File: src/hw/rtl/vscd_pkg.sv
// ----------------------------------------------------------------------------
// vscd_pkg
// shared types and constants of the voxel span column decoder
// ----------------------------------------------------------------------------
package vscd_pkg;

	// parse phases
	localparam logic [1:0] PH_HEADER = 2'd0;
	localparam logic [1:0] PH_COLOUR = 2'd1;
	localparam logic [1:0] PH_SKIP   = 2'd2;

	// configuration register indexes
	localparam logic CFG_MAP_SIDE   = 1'b0;
	localparam logic CFG_MAP_HEIGHT = 1'b1;

	localparam int CFG_DATA_W = 10;
	localparam int SIDE_W     = 11;
	localparam int HGT_W      = 9;
	localparam int COUNT_W    = 25;

	localparam logic [COUNT_W-1:0] COUNT_MAX = 25'h100_0000;

	localparam logic [9:0] MAP_SIDE_RST   = 10'd512;
	localparam logic [6:0] MAP_HEIGHT_RST = 7'd64;

	typedef struct packed {
		logic [7:0] data_byte;
		logic       frame_start;
		logic       last_byte;
	} in_item_t;

	typedef struct packed {
		logic [8:0]         column_x;
		logic [8:0]         column_y;
		logic [5:0]         height;
		logic [31:0]        color;
		logic [COUNT_W-1:0] block_total;
	} out_item_t;

endpackage

File: src/hw/rtl/vscd_in_stage.sv
// ----------------------------------------------------------------------------
// vscd_in_stage
// input register in front of the parser
// ----------------------------------------------------------------------------
module vscd_in_stage import vscd_pkg::*; (
	input  logic     clk,
	input  logic     arst_n,
	input  logic     in_valid,
	output logic     in_ready,
	input  in_item_t in_data,
	input  logic     consume,
	output logic     valid_s1,
	output in_item_t item_s1
);

	logic load;

	assign in_ready = !valid_s1 || consume;
	assign load     = in_valid && in_ready;

	always_ff @(posedge clk or negedge arst_n) begin
		if (!arst_n) begin
			valid_s1 <= 1'b0;
		end else if (load) begin
			valid_s1 <= 1'b1;
		end else if (consume) begin
			valid_s1 <= 1'b0;
		end
	end

	always_ff @(posedge clk) begin
		if (load) begin
			item_s1 <= in_data;
		end
	end

endmodule

File: src/hw/rtl/vscd_parser.sv
// ----------------------------------------------------------------------------
// vscd_parser
// span parser state and per-byte decode
// ----------------------------------------------------------------------------
module vscd_parser import vscd_pkg::*; #(
	parameter int CW = 9
) (
	input  logic              clk,
	input  logic              arst_n,
	input  logic              item_valid,
	input  in_item_t          item,
	input  logic              out_free,
	input  logic [SIDE_W-1:0] side_used,
	input  logic [HGT_W-1:0]  height_used,
	output logic              consume,
	output logic              emit,
	output out_item_t         result
);

	logic [1:0]         phase_q, ph;
	logic [1:0]         bpos_q, bp;
	logic [7:0]         span_words_q, sw;
	logic [7:0]         top_start_q, ts;
	logic [7:0]         top_end_q, te;
	logic [7:0]         cidx_q, ci;
	logic [7:0]         skip_q, sk;
	logic [23:0]        cbytes_q, cb;
	logic [CW-1:0]      cur_x_q, cx;
	logic [CW-1:0]      cur_y_q, cy;
	logic               finished_q, fin;
	logic [COUNT_W-1:0] count_q, cnt;

	// span end: next column, skip of the bottom words, or the next header
	logic [8:0]    tops, rest;
	logic [CW:0]   x_inc, y_inc;
	logic          x_wrap, y_wrap;
	logic [1:0]    sd_phase;
	logic [7:0]    sd_skip;
	logic [CW-1:0] sd_x, sd_y;
	logic          sd_fin;
	logic [9:0]    cx_wide, cy_wide;

	assign tops   = (top_start_q <= top_end_q) ? (9'(top_end_q) - 9'(top_start_q) + 9'd1) : 9'd0;
	assign rest   = 9'(span_words_q) - 9'd1;
	assign x_inc  = (CW+1)'(cur_x_q) + (CW+1)'(1);
	assign y_inc  = (CW+1)'(cur_y_q) + (CW+1)'(1);
	assign x_wrap = SIDE_W'(x_inc) >= side_used;
	assign y_wrap = SIDE_W'(y_inc) >= side_used;

	always_comb begin
		sd_phase = PH_HEADER;
		sd_skip  = skip_q;
		sd_x     = cur_x_q;
		sd_y     = cur_y_q;
		sd_fin   = 1'b0;
		if (span_words_q == 8'd0) begin
			if (x_wrap) begin
				sd_x = '0;
				if (y_wrap) begin
					sd_y   = '0;
					sd_fin = 1'b1;
				end else begin
					sd_y = y_inc[CW-1:0];
				end
			end else begin
				sd_x = x_inc[CW-1:0];
			end
		end else if (rest > tops) begin
			sd_skip  = 8'(rest - tops);
			sd_phase = PH_SKIP;
		end
	end

	always_comb begin
		ph   = phase_q;
		bp   = bpos_q;
		sw   = span_words_q;
		ts   = top_start_q;
		te   = top_end_q;
		ci   = cidx_q;
		sk   = skip_q;
		cb   = cbytes_q;
		cx   = cur_x_q;
		cy   = cur_y_q;
		fin  = finished_q;
		cnt  = count_q;
		emit = 1'b0;
		if (item.frame_start) begin
			ph  = PH_HEADER;
			bp  = 2'd0;
			sw  = '0;
			ts  = '0;
			te  = '0;
			ci  = '0;
			sk  = '0;
			cb  = '0;
			cx  = '0;
			cy  = '0;
			fin = (side_used == '0);
		end
		if (!fin) begin
			case (ph)
				PH_HEADER: begin
					case (bp)
						2'd0:    sw = item.data_byte;
						2'd1:    ts = item.data_byte;
						2'd2:    te = item.data_byte;
						default: ;
					endcase
					if (bp == 2'd3) begin
						bp = 2'd0;
						if (top_start_q <= top_end_q) begin
							ci = top_start_q;
							cb = '0;
							ph = PH_COLOUR;
						end else begin
							ph  = sd_phase;
							sk  = sd_skip;
							cx  = sd_x;
							cy  = sd_y;
							fin = fin | sd_fin;
						end
					end else begin
						bp = bp + 2'd1;
					end
				end
				PH_COLOUR: begin
					case (bp)
						2'd0:    cb[7:0]   = cb[7:0] | item.data_byte;
						2'd1:    cb[15:8]  = cb[15:8] | item.data_byte;
						2'd2:    cb[23:16] = cb[23:16] | item.data_byte;
						default: ;
					endcase
					if (bp != 2'd3) begin
						bp = bp + 2'd1;
					end else begin
						bp = 2'd0;
						cb = '0;
						if (HGT_W'(cidx_q) < height_used) begin
							emit = 1'b1;
							if (count_q < COUNT_MAX) begin
								cnt = count_q + COUNT_W'(1);
							end
						end
						if (cidx_q >= top_end_q) begin
							ph  = sd_phase;
							sk  = sd_skip;
							cx  = sd_x;
							cy  = sd_y;
							fin = fin | sd_fin;
						end else begin
							ci = cidx_q + 8'd1;
						end
					end
				end
				default: begin
					if (bp != 2'd3) begin
						bp = bp + 2'd1;
					end else begin
						bp = 2'd0;
						if (sk != 8'd0) begin
							sk = sk - 8'd1;
						end
						if (sk == 8'd0) begin
							ph = PH_HEADER;
						end
					end
				end
			endcase
		end
		if (item.last_byte) begin
			fin = 1'b1;
		end
	end

	// a byte that writes a voxel waits until the result register is free
	assign consume = item_valid && (!emit || out_free);

	assign cx_wide = 10'(cur_x_q);
	assign cy_wide = 10'(cur_y_q);

	always_comb begin
		result.column_x    = cx_wide[8:0];
		result.column_y    = cy_wide[8:0];
		result.height      = cidx_q[5:0];
		result.color       = {item.data_byte, cbytes_q};
		result.block_total = cnt;
	end

	always_ff @(posedge clk or negedge arst_n) begin
		if (!arst_n) begin
			phase_q      <= PH_HEADER;
			bpos_q       <= 2'd0;
			span_words_q <= '0;
			top_start_q  <= '0;
			top_end_q    <= '0;
			cidx_q       <= '0;
			skip_q       <= '0;
			cbytes_q     <= '0;
			cur_x_q      <= '0;
			cur_y_q      <= '0;
			finished_q   <= 1'b1;
			count_q      <= '0;
		end else if (consume) begin
			phase_q      <= ph;
			bpos_q       <= bp;
			span_words_q <= sw;
			top_start_q  <= ts;
			top_end_q    <= te;
			cidx_q       <= ci;
			skip_q       <= sk;
			cbytes_q     <= cb;
			cur_x_q      <= cx;
			cur_y_q      <= cy;
			finished_q   <= fin;
			count_q      <= cnt;
		end
	end

	// each delivered write raises the count by one until it saturates
	a_count_step: assert property (@(posedge clk) disable iff (!arst_n)
		(emit && consume) |=>
		(count_q == COUNT_MAX || count_q == $past(count_q) + COUNT_W'(1)))
		else $error("block count did not step on a voxel write");

	// colour words run from top start up to top end
	a_colour_bound: assert property (@(posedge clk) disable iff (!arst_n)
		(phase_q == PH_COLOUR) |-> (cidx_q <= top_end_q))
		else $error("colour index past top end");

	// skip phase always has words left
	a_skip_left: assert property (@(posedge clk) disable iff (!arst_n)
		(phase_q == PH_SKIP) |-> (skip_q != 8'd0))
		else $error("skip phase with nothing to skip");

endmodule

File: src/hw/rtl/vscd_out_stage.sv
// ----------------------------------------------------------------------------
// vscd_out_stage
// result register toward the receiver
// ----------------------------------------------------------------------------
module vscd_out_stage import vscd_pkg::*; (
	input  logic      clk,
	input  logic      arst_n,
	input  logic      load,
	input  out_item_t result,
	output logic      out_free,
	output logic      out_valid,
	input  logic      out_ready,
	output out_item_t out_data
);

	logic      valid_q;
	out_item_t data_q;

	assign out_free  = !valid_q || out_ready;
	assign out_valid = valid_q;
	assign out_data  = data_q;

	always_ff @(posedge clk or negedge arst_n) begin
		if (!arst_n) begin
			valid_q <= 1'b0;
		end else if (load) begin
			valid_q <= 1'b1;
		end else if (out_ready) begin
			valid_q <= 1'b0;
		end
	end

	always_ff @(posedge clk) begin
		if (load) begin
			data_q <= result;
		end
	end

endmodule

File: src/hw/rtl/voxel_span_column_decoder_unit.sv
// ----------------------------------------------------------------------------
// voxel_span_column_decoder_unit
// byte-stream span decoder that turns a column map into voxel writes
// ----------------------------------------------------------------------------
// in channel: one map byte per request, with frame_start marking the first
// byte of a file and last_byte the final one; out channel: one request per
// voxel write (column, height, color, running block count).
// cfg channel: index 0 map_side, index 1 map_height; always ready. It is to be
// written by the user only while the decoder is idle; not enforced by the block.
// throughput: one byte per cycle while no voxel write waits for the result
// register; the parser state is a handful of small counters updated by one
// short decode between the input register and the result register.
// path: input register, one decode, then the result register holds the write.
// stall: while the result register holds an untaken write, bytes that write
// nothing still flow; a byte that would write waits in the input register,
// and in_ready drops once that register is full and cannot move.
// reset: parser idles until a byte with frame_start, block count cleared,
// map_side 512 and map_height 64; no clearing pass.
// ----------------------------------------------------------------------------
module voxel_span_column_decoder_unit import vscd_pkg::*; #(
	parameter int MAX_SIDE   = 512,
	parameter int MAX_HEIGHT = 64
) (
	input  logic                  clk,
	input  logic                  arst_n,
	input  logic                  in_valid,
	output logic                  in_ready,
	input  in_item_t              in_data,
	output logic                  out_valid,
	input  logic                  out_ready,
	output out_item_t             out_data,
	input  logic                  cfg_valid,
	output logic                  cfg_ready,
	input  logic                  cfg_index,
	input  logic [CFG_DATA_W-1:0] cfg_data
);

	// coordinate counter width, at least one bit
	localparam int CW = (MAX_SIDE > 1) ? $clog2(MAX_SIDE) : 1;

	logic [9:0]        map_side_q;
	logic [6:0]        map_height_q;
	logic [SIDE_W-1:0] side_used;
	logic [HGT_W-1:0]  height_used;

	logic      valid_s1;
	in_item_t  item_s1;
	logic      consume;
	logic      emit;
	logic      out_free;
	out_item_t result;

	// configuration registers, always ready
	assign cfg_ready = 1'b1;

	always_ff @(posedge clk or negedge arst_n) begin
		if (!arst_n) begin
			map_side_q   <= MAP_SIDE_RST;
			map_height_q <= MAP_HEIGHT_RST;
		end else if (cfg_valid) begin
			case (cfg_index)
				CFG_MAP_SIDE:   map_side_q   <= cfg_data;
				CFG_MAP_HEIGHT: map_height_q <= cfg_data[6:0];
				default:        ;
			endcase
		end
	end

	// clamp the registers to what the counters were built for
	assign side_used = (SIDE_W'(map_side_q) < SIDE_W'(MAX_SIDE)) ?
		SIDE_W'(map_side_q) : SIDE_W'(MAX_SIDE);
	assign height_used = (HGT_W'(map_height_q) < HGT_W'(MAX_HEIGHT)) ?
		HGT_W'(map_height_q) : HGT_W'(MAX_HEIGHT);

	// input register
	vscd_in_stage u_in (
		.clk      (clk),
		.arst_n   (arst_n),
		.in_valid (in_valid),
		.in_ready (in_ready),
		.in_data  (in_data),
		.consume  (consume),
		.valid_s1 (valid_s1),
		.item_s1  (item_s1)
	);

	// parser: one decode step per byte
	vscd_parser #(
		.CW (CW)
	) u_parser (
		.clk         (clk),
		.arst_n      (arst_n),
		.item_valid  (valid_s1),
		.item        (item_s1),
		.out_free    (out_free),
		.side_used   (side_used),
		.height_used (height_used),
		.consume     (consume),
		.emit        (emit),
		.result      (result)
	);

	// result register
	vscd_out_stage u_out (
		.clk       (clk),
		.arst_n    (arst_n),
		.load      (emit && consume),
		.result    (result),
		.out_free  (out_free),
		.out_valid (out_valid),
		.out_ready (out_ready),
		.out_data  (out_data)
	);

	// a writing byte behind a stalled result must hold the input side
	a_stall_hold: assert property (@(posedge clk) disable iff (!arst_n)
		(out_valid && !out_ready && valid_s1 && emit) |-> !in_ready)
		else $error("input taken while a write is blocked");

endmodule

File: config.mk
export PLATFORM = sky130hd
export DESIGN_NAME = voxel_span_column_decoder_unit
export DESIGN_NICKNAME = d
export VERILOG_FILES = /design/src/hw/rtl/vscd_pkg.sv /design/src/hw/rtl/vscd_in_stage.sv /design/src/hw/rtl/vscd_parser.sv /design/src/hw/rtl/vscd_out_stage.sv /design/src/hw/rtl/voxel_span_column_decoder_unit.sv
export SDC_FILE = /design/constraint.sdc
export NUM_CORES = 1
export LEC_CHECK = 0
export CAP_MARGIN = 5
export CELL_PAD_IN_SITES_DETAIL_PLACEMENT = 0
export CELL_PAD_IN_SITES_GLOBAL_PLACEMENT = 2
export CORE_MARGIN = 10
export CORE_UTILIZATION = 46
export DETAILED_ROUTE_END_ITERATION = 10
export DONT_BUFFER_PORTS = 1
export GPL_TIMING_DRIVEN = 0
export PLACE_DENSITY_LB_ADDON = 0.1
export SLEW_MARGIN = 20
export SYNTH_ARGS = -nofsm -noshare
export SYNTH_HDL_FRONTEND = slang
export SYNTH_SLANG_ARGS = --single-unit
File: constraint.sdc
create_clock -name clk -period 8.65 [get_ports clk]
set_input_delay 1.2975 -clock clk [delete_from_list [all_inputs] [get_ports clk]]
set_output_delay 1.2975 -clock clk [all_outputs]
set_load 0.02 [all_outputs]
### Word-level counts from Yosys, hierarchy flattened

Index checks and enable logic that the tools add are counted.

* register bits after elaboration: 222
* latch bits: 0
* RAM bits: 0
* memory bits (read-only): 0
* input bits: 26
* output and inout bits: 84
* logic and storage cells: 177
* memories: 0

* $add $sub $neg: 10
* multipliers: 0
* div/mod/pow operators: 0
* $lt $le $gt $ge: 9
* equality and inequality tests: 5
* shifts and indexed selects: 0
* multiplexer cells: 104
* bitwise logic cells: 5
* reduce and logical (&&, ||, !) cells: 20

Operator list (count)
* two-way mux 8 bit: 34
* two-way mux 9 bit: 18
* two-way mux 25 bit: 5
* two-way mux 24 bit: 5
* one-hot mux 24 bit (2 select lines): 1
* one-hot mux 9 bit (2 select lines): 2
* one-hot mux 8 bit (2 select lines): 2
* two-way mux 2 bit: 15
* adder 25 x 1 -> 25 bit, second input constant: 1
* less-than comparator 25 bit, second input constant: 1
* OR 8 bit: 3
* adder 9 x 1 -> 10 bit, second input constant: 2
* >= comparator 10 bit: 2
* two-way mux 1 bit: 18
* logical NOT 8 bit: 2
* logical NOT 11 bit: 1
* less-than comparator 10 bit, second input constant: 1
* two-way mux 10 bit: 1
* adder 9 x 1 -> 9 bit, second input constant: 1
* greater-than comparator 9 bit: 1
* subtractor 8 x 1 -> 9 bit, second input constant: 1
* subtractor 8 x 8 -> 9 bit: 1
* adder 8 x 1 -> 8 bit, second input constant: 1
* >= comparator 8 bit: 1
* 22 further kinds: 33

### Logic depth before layout (Yosys ltp)

* depth in word-level cells: 13
* mapped depth: 22
* depth with buffers taken out: 21

### Hierarchy

Synthesis repeated with hierarchy kept, for this count alone.

* cells, all modules: 1138
* area, all modules: 12201.7 um2

By module, submodules not included
* vscd_parser: instances 1, cells each 984, area each 8555.7 um2, seq. area each 2803.9 um2
* vscd_out_stage: instances 1, cells each 84, area each 2479.9 um2, seq. area each 2457.4 um2
* voxel_span_column_decoder_unit: instances 1, cells each 56, area each 812.0 um2, seq. area each 427.9 um2
* vscd_in_stage: instances 1, cells each 14, area each 354.1 um2, seq. area each 325.3 um2

### Worst setup path before layout

OpenSTA, ideal clock, no wires.

* path kind: register to register
* start: register, netlist name u_in.item_s1[1]
* end: register u_out.data_q (netlist bit u_out.out_data[0]) (enable)
* setup time: 449 ps
* arrival: 4100 ps
* data required time: 8201 ps
* setup slack: 4101 ps
* cell stages (with the launch flop): 12
* buffers on the path: 4
* period minus slack after synthesis: 4549 ps
* cells stage by stage: edfxtp_1 -> buf_2 -> inv_1 -> clkbuf_1 -> nand2_1 -> inv_1 -> ha_1 -> clkbuf_1 -> clkbuf_1 -> nand3_1 -> a21oi_1 -> and3_1

* longest elaborated chain between the ends: 9
* elaborated cells between the ends (all ways): 12
* those cells by class: eq/ne (2); mux (6); reduce/logical (4)

RTL lines
* two-way mux 2 bit: RTL line vscd_parser.sv:88 `if (item.frame_start) begin`
* inequality test 2 bit: RTL line vscd_parser.sv:134 `if (bp != 2'd3) begin`
* two-way mux 1 bit: RTL line vscd_parser.sv:134
* two-way mux 1 bit: RTL line vscd_parser.sv:102 `case (ph)`
* two-way mux 1 bit *: RTL line vscd_parser.sv:101 `if (!fin) begin`
* logical NOT 1 bit: RTL line vscd_parser.sv:177 `assign consume = item_valid && (!emit || out_free);`
* logical OR 1 bit: RTL line vscd_parser.sv:177
* logical AND 1 bit: RTL line vscd_parser.sv:177
* logical AND 1 bit *: RTL line voxel_span_column_decoder_unit.sv:107 `.load (emit && consume),`
* named net u_out.load: RTL line vscd_out_stage.sv:8 `input logic load,`
* to (signal assigned): RTL line vscd_out_stage.sv:35 `data_q <= result;`
* to (decl): RTL line vscd_out_stage.sv:17 `out_item_t data_q;`

Mark *: on every way through the listed nets, which the timed path passes. The rest lies on a longest branch.
A chain may end at the register's enable or synchronous reset.

### Worst setup path in the final report

* start: register, netlist name u_in.item_s1[1]
* end: output port in_ready

* longest elaborated chain between the ends: 9
* elaborated cells between the ends (all ways): 12
* those cells by class: eq/ne (2); mux (6); reduce/logical (4)

RTL lines
* two-way mux 2 bit: RTL line vscd_parser.sv:88
* inequality test 2 bit: RTL line vscd_parser.sv:134
* two-way mux 1 bit: RTL line vscd_parser.sv:134
* two-way mux 1 bit: RTL line vscd_parser.sv:102
* two-way mux 1 bit *: RTL line vscd_parser.sv:101
* logical NOT 1 bit *: RTL line vscd_parser.sv:177
* logical OR 1 bit *: RTL line vscd_parser.sv:177
* logical AND 1 bit *: RTL line vscd_parser.sv:177
* logical OR 1 bit *: RTL line vscd_in_stage.sv:18 `assign in_ready = !valid_s1 || consume;`
* to (decl): RTL line voxel_span_column_decoder_unit.sv:27 `output logic in_ready,`

Every way passes the cells marked *; elsewhere a longest branch is shown, timed or not.

==> results.sh <==
export IMPL_power_density_mw_per_mm2=260
export IMPL_hp_start="u_parser.cbytes_q[16]"
export IMPL_arrival_ps=4080
export IMPL_postSynthAreaPerCell_sq_um=11.3
export IMPL_clock_fmax_mhz=186
export IMPL_nNetsFinal=1167
export IMPL_total_power_w=0.00337
export IMPL_min_path_type="reg2reg"
export IMPL_slew_headroom=0.311
export IMPL_gp_congestion=0.833
export IMPL_cts_inserted_buffers=25
export IMPL_drt_iter0_drc=571
export IMPL_timing_rr_start="u_in.item_s1[1]"
export IMPL_synth_seq_cells=222
export IMPL_grt_use_total=0.182
export IMPL_start_kind="register"
export IMPL_finalMaxSlewViolations=0
export IMPL_finalSetupViolCount=0
export IMPL_postSynthCellCount=1034
export IMPL_hold_viol=0
export IMPL_leakagePower_nw=5.49
export IMPL_hold_ws_ps=446
export IMPL_drc_errors=0
export IMPL_ys_flop_type="dfrtp_1"
export IMPL_cts_tree="yes"
export IMPL_vias_per_cell=5.81
export IMPL_clk_pin_slew_ps=60
export IMPL_dp_hpwl_mm=21.8
export IMPL_initial_core_util=0.467
export IMPL_post_route_period_util=0.621
export IMPL_rows=58
export IMPL_finClkSkew_ps=9.92
export IMPL_maxCapViolations=0
export IMPL_wl_met2_mm=13.6
export IMPL_required_ps=7350
export IMPL_top_layer_used="met5"
export IMPL_synth_top_cell_by_area="dfrtp_1"
export IMPL_ff_latch_area_sq_mm=0.00601
export IMPL_wl_met1_mm=14.7
export IMPL_crit_path_end_kind="output port"
export IMPL_grt_pass1_wl_mm=48.3
export IMPL_multi_input_area_sq_mm=0.00537
export IMPL_synth_edff_count=91
export IMPL_die_area_sq_mm=0.0323
export IMPL_insertion_delay_ps=520
export IMPL_fillers=2299
export IMPL_yosysMostFrequentCell="dfrtp_1"
export IMPL_vias=8204
export IMPL_finalWirelength_mm=30.3
export IMPL_antenna_left=0
export IMPL_clock_path_buffers=3
export IMPL_cts_sinks=222
export IMPL_synthesis_nets=1139
export IMPL_yosysUniqueCellTypes=82
export IMPL_critPathLaunch="u_in.item_s1[1]"
export IMPL_ys_seq_area_frac=0.513
export IMPL_htreeDepth=1
export IMPL_synth_area_sq_mm=0.0117
export IMPL_wl_met3_mm=1.47
export IMPL_drt_wirelength_per_cell_microns=21.4
export IMPL_grt_max_degree=132
export IMPL_yosys_top_cells_count="128 x dfrtp_1, 91 x edfxtp_1, 79 x nand2_1"
export IMPL_vdd_ir_drop_max_mv=0.185
export IMPL_port_buffer_count=0
export IMPL_worstMarginPinSlew_ps=1030
export IMPL_pre_cts_ws_ps=3790
export IMPL_fin_crit_ps=5370
export IMPL_synth_top_area_frac=0.273
export IMPL_postCtsSetupRepairBufs=0
export IMPL_yosys_warnings=0
export IMPL_core_sq_mm=0.0251
export IMPL_drive_above_1_share=0.0916
export IMPL_die_x_microns=180
export IMPL_antenna_found_initial=3
export IMPL_postCtsResizedCells=0
export IMPL_cts_hold_buffers=0
export IMPL_die_h_microns=180
export IMPL_drt_first_pass_iters=5
export IMPL_fin_ws_ps=3280
export IMPL_yosys_top_cells_area="dfrtp_1 27%, edfxtp_1 23%, ha_1 8.2%"
export IMPL_io_pins=110
export IMPL_critPathKind="reg2out"
export IMPL_crit_fanout=10
export IMPL_root_buffer="clkbuf_16"
export IMPL_rsz0062_at_grt="false"
export IMPL_async_reset_ff_frac=0.590
export IMPL_area_growth_pct=10.7
export IMPL_grt_overflow_total=0
export IMPL_fin_setup_tns_ps=0
export IMPL_grt_pass1_vias=8160
export IMPL_run_status="completed"
==> sequential cells by signal, summed over array words and instances (netlist names) <==
signal	count
u_parser.bpos_q	2
u_parser.span_words_q	8
u_parser.count_q	25
map_side_q	10
u_in.valid_s1	1
u_parser.phase_q	2
u_in.item_s1	10
u_parser.cur_x_q	9
u_out.out_data	81
u_parser.skip_q	8
u_parser.top_start_q	8
u_parser.cidx_q	8
u_parser.top_end_q	8
u_parser.finished_q	1
u_out.out_valid	1
map_height_q	7
u_parser.cbytes_q	24
u_parser.cur_y_q	9
==> cell usage in the layout, fill, tap and decap left out, types with 11 or more instances in the layout <==
master,n
clkbuf_16,25
dfrtp_1,128
a32o_1,25
nor3_1,25
xnor2_1,42
nor2_1,62
nand2_1,79
nand4_1,13
nand3_1,38
clkbuf_1,20
o21ai_0,41
nor2b_1,14
and3_1,18
mux2_2,18
a22o_1,33
xor2_1,38
edfxtp_1,91
inv_1,47
a21oi_1,37
a21o_1,11
ha_1,77
==> metrics by stage <==
| step | instance area (sq um) | cells | util |
|---|---|---|---|
| 2_1_floorplan | 11700 | 1034 | - |
| 3_3_place_gp | 12100 | 1364 | 0.484 |
| 3_5_place_dp | 12200 | 1365 | 0.485 |
| 4_1_cts | 13000 | 1411 | 0.517 |
| 5_1_grt | 13000 | 1412 | 0.517 |
| 6_report | 13000 | 1413 | 0.517 |
==> critical path: stages (launching register included) <==
cell and delay (ps):
edfxtp_1 470, buf_2 240, inv_1 220, clkbuf_1 470, nand2_1 190, inv_1 130
ha_1 140, clkbuf_1 390, clkbuf_1 490, nand3_1 150, a21oi_1 300, nand3_1 370
==> layer usage <==
layer	global-route usage	vias to the layer above
met5	0	-
met3	0.0351	34
met2	0.282	186
met4	0.0390	2
met1	0.261	4061
li1	-	3921
==> worst paths after layout <==
kind	end	slack [ps]	depth (start not counted)
max in group asynchronous	u_parser.cbytes_q[4]	7840	0
setup reg to reg	u_out.out_data[50]	4250	12
hold / removal	u_out.out_data[41]	450	0
hold reg to reg	u_out.out_data[41]	450	0
min in group asynchronous	u_parser.skip_q[1]	480	0
setup / recovery	in_ready	3280	11
==> final cells by class <==
type,count,area share
Sequential cell,222,0.463
Timing Repair Buffer,1,0.00212
Clock inverter,11,0.00944
Clock buffer,35,0.0526
Antenna cell,2,0.000385
Buffer,33,0.0120
Tap cell,330,0.0318
Inverter,49,0.0146
Multi-Input combinational cell,730,0.414
==> power breakdown <==
| group | switching (W) | total, W | internal, W |
|---|---|---|---|
| combinational | 0.000667 | 0.00112 | 0.000453 |
| clock | 0.000421 | 0.00104 | 0.000615 |
| sequential | 0.0000699 | 0.00122 | 0.00115 |
==> cells by family after synthesis <==
group,after synthesis,synth area share
flops,222,0.513
mux,19,0.0181
compound gates,244,0.158
buf+inv,82,0.0294
simple gates,307,0.136
fa+ha+maj,79,0.0856
other cells,1,0.000320
xor+xnor,80,0.0597
Note: power is estimated with default switching activity, not from simulation.
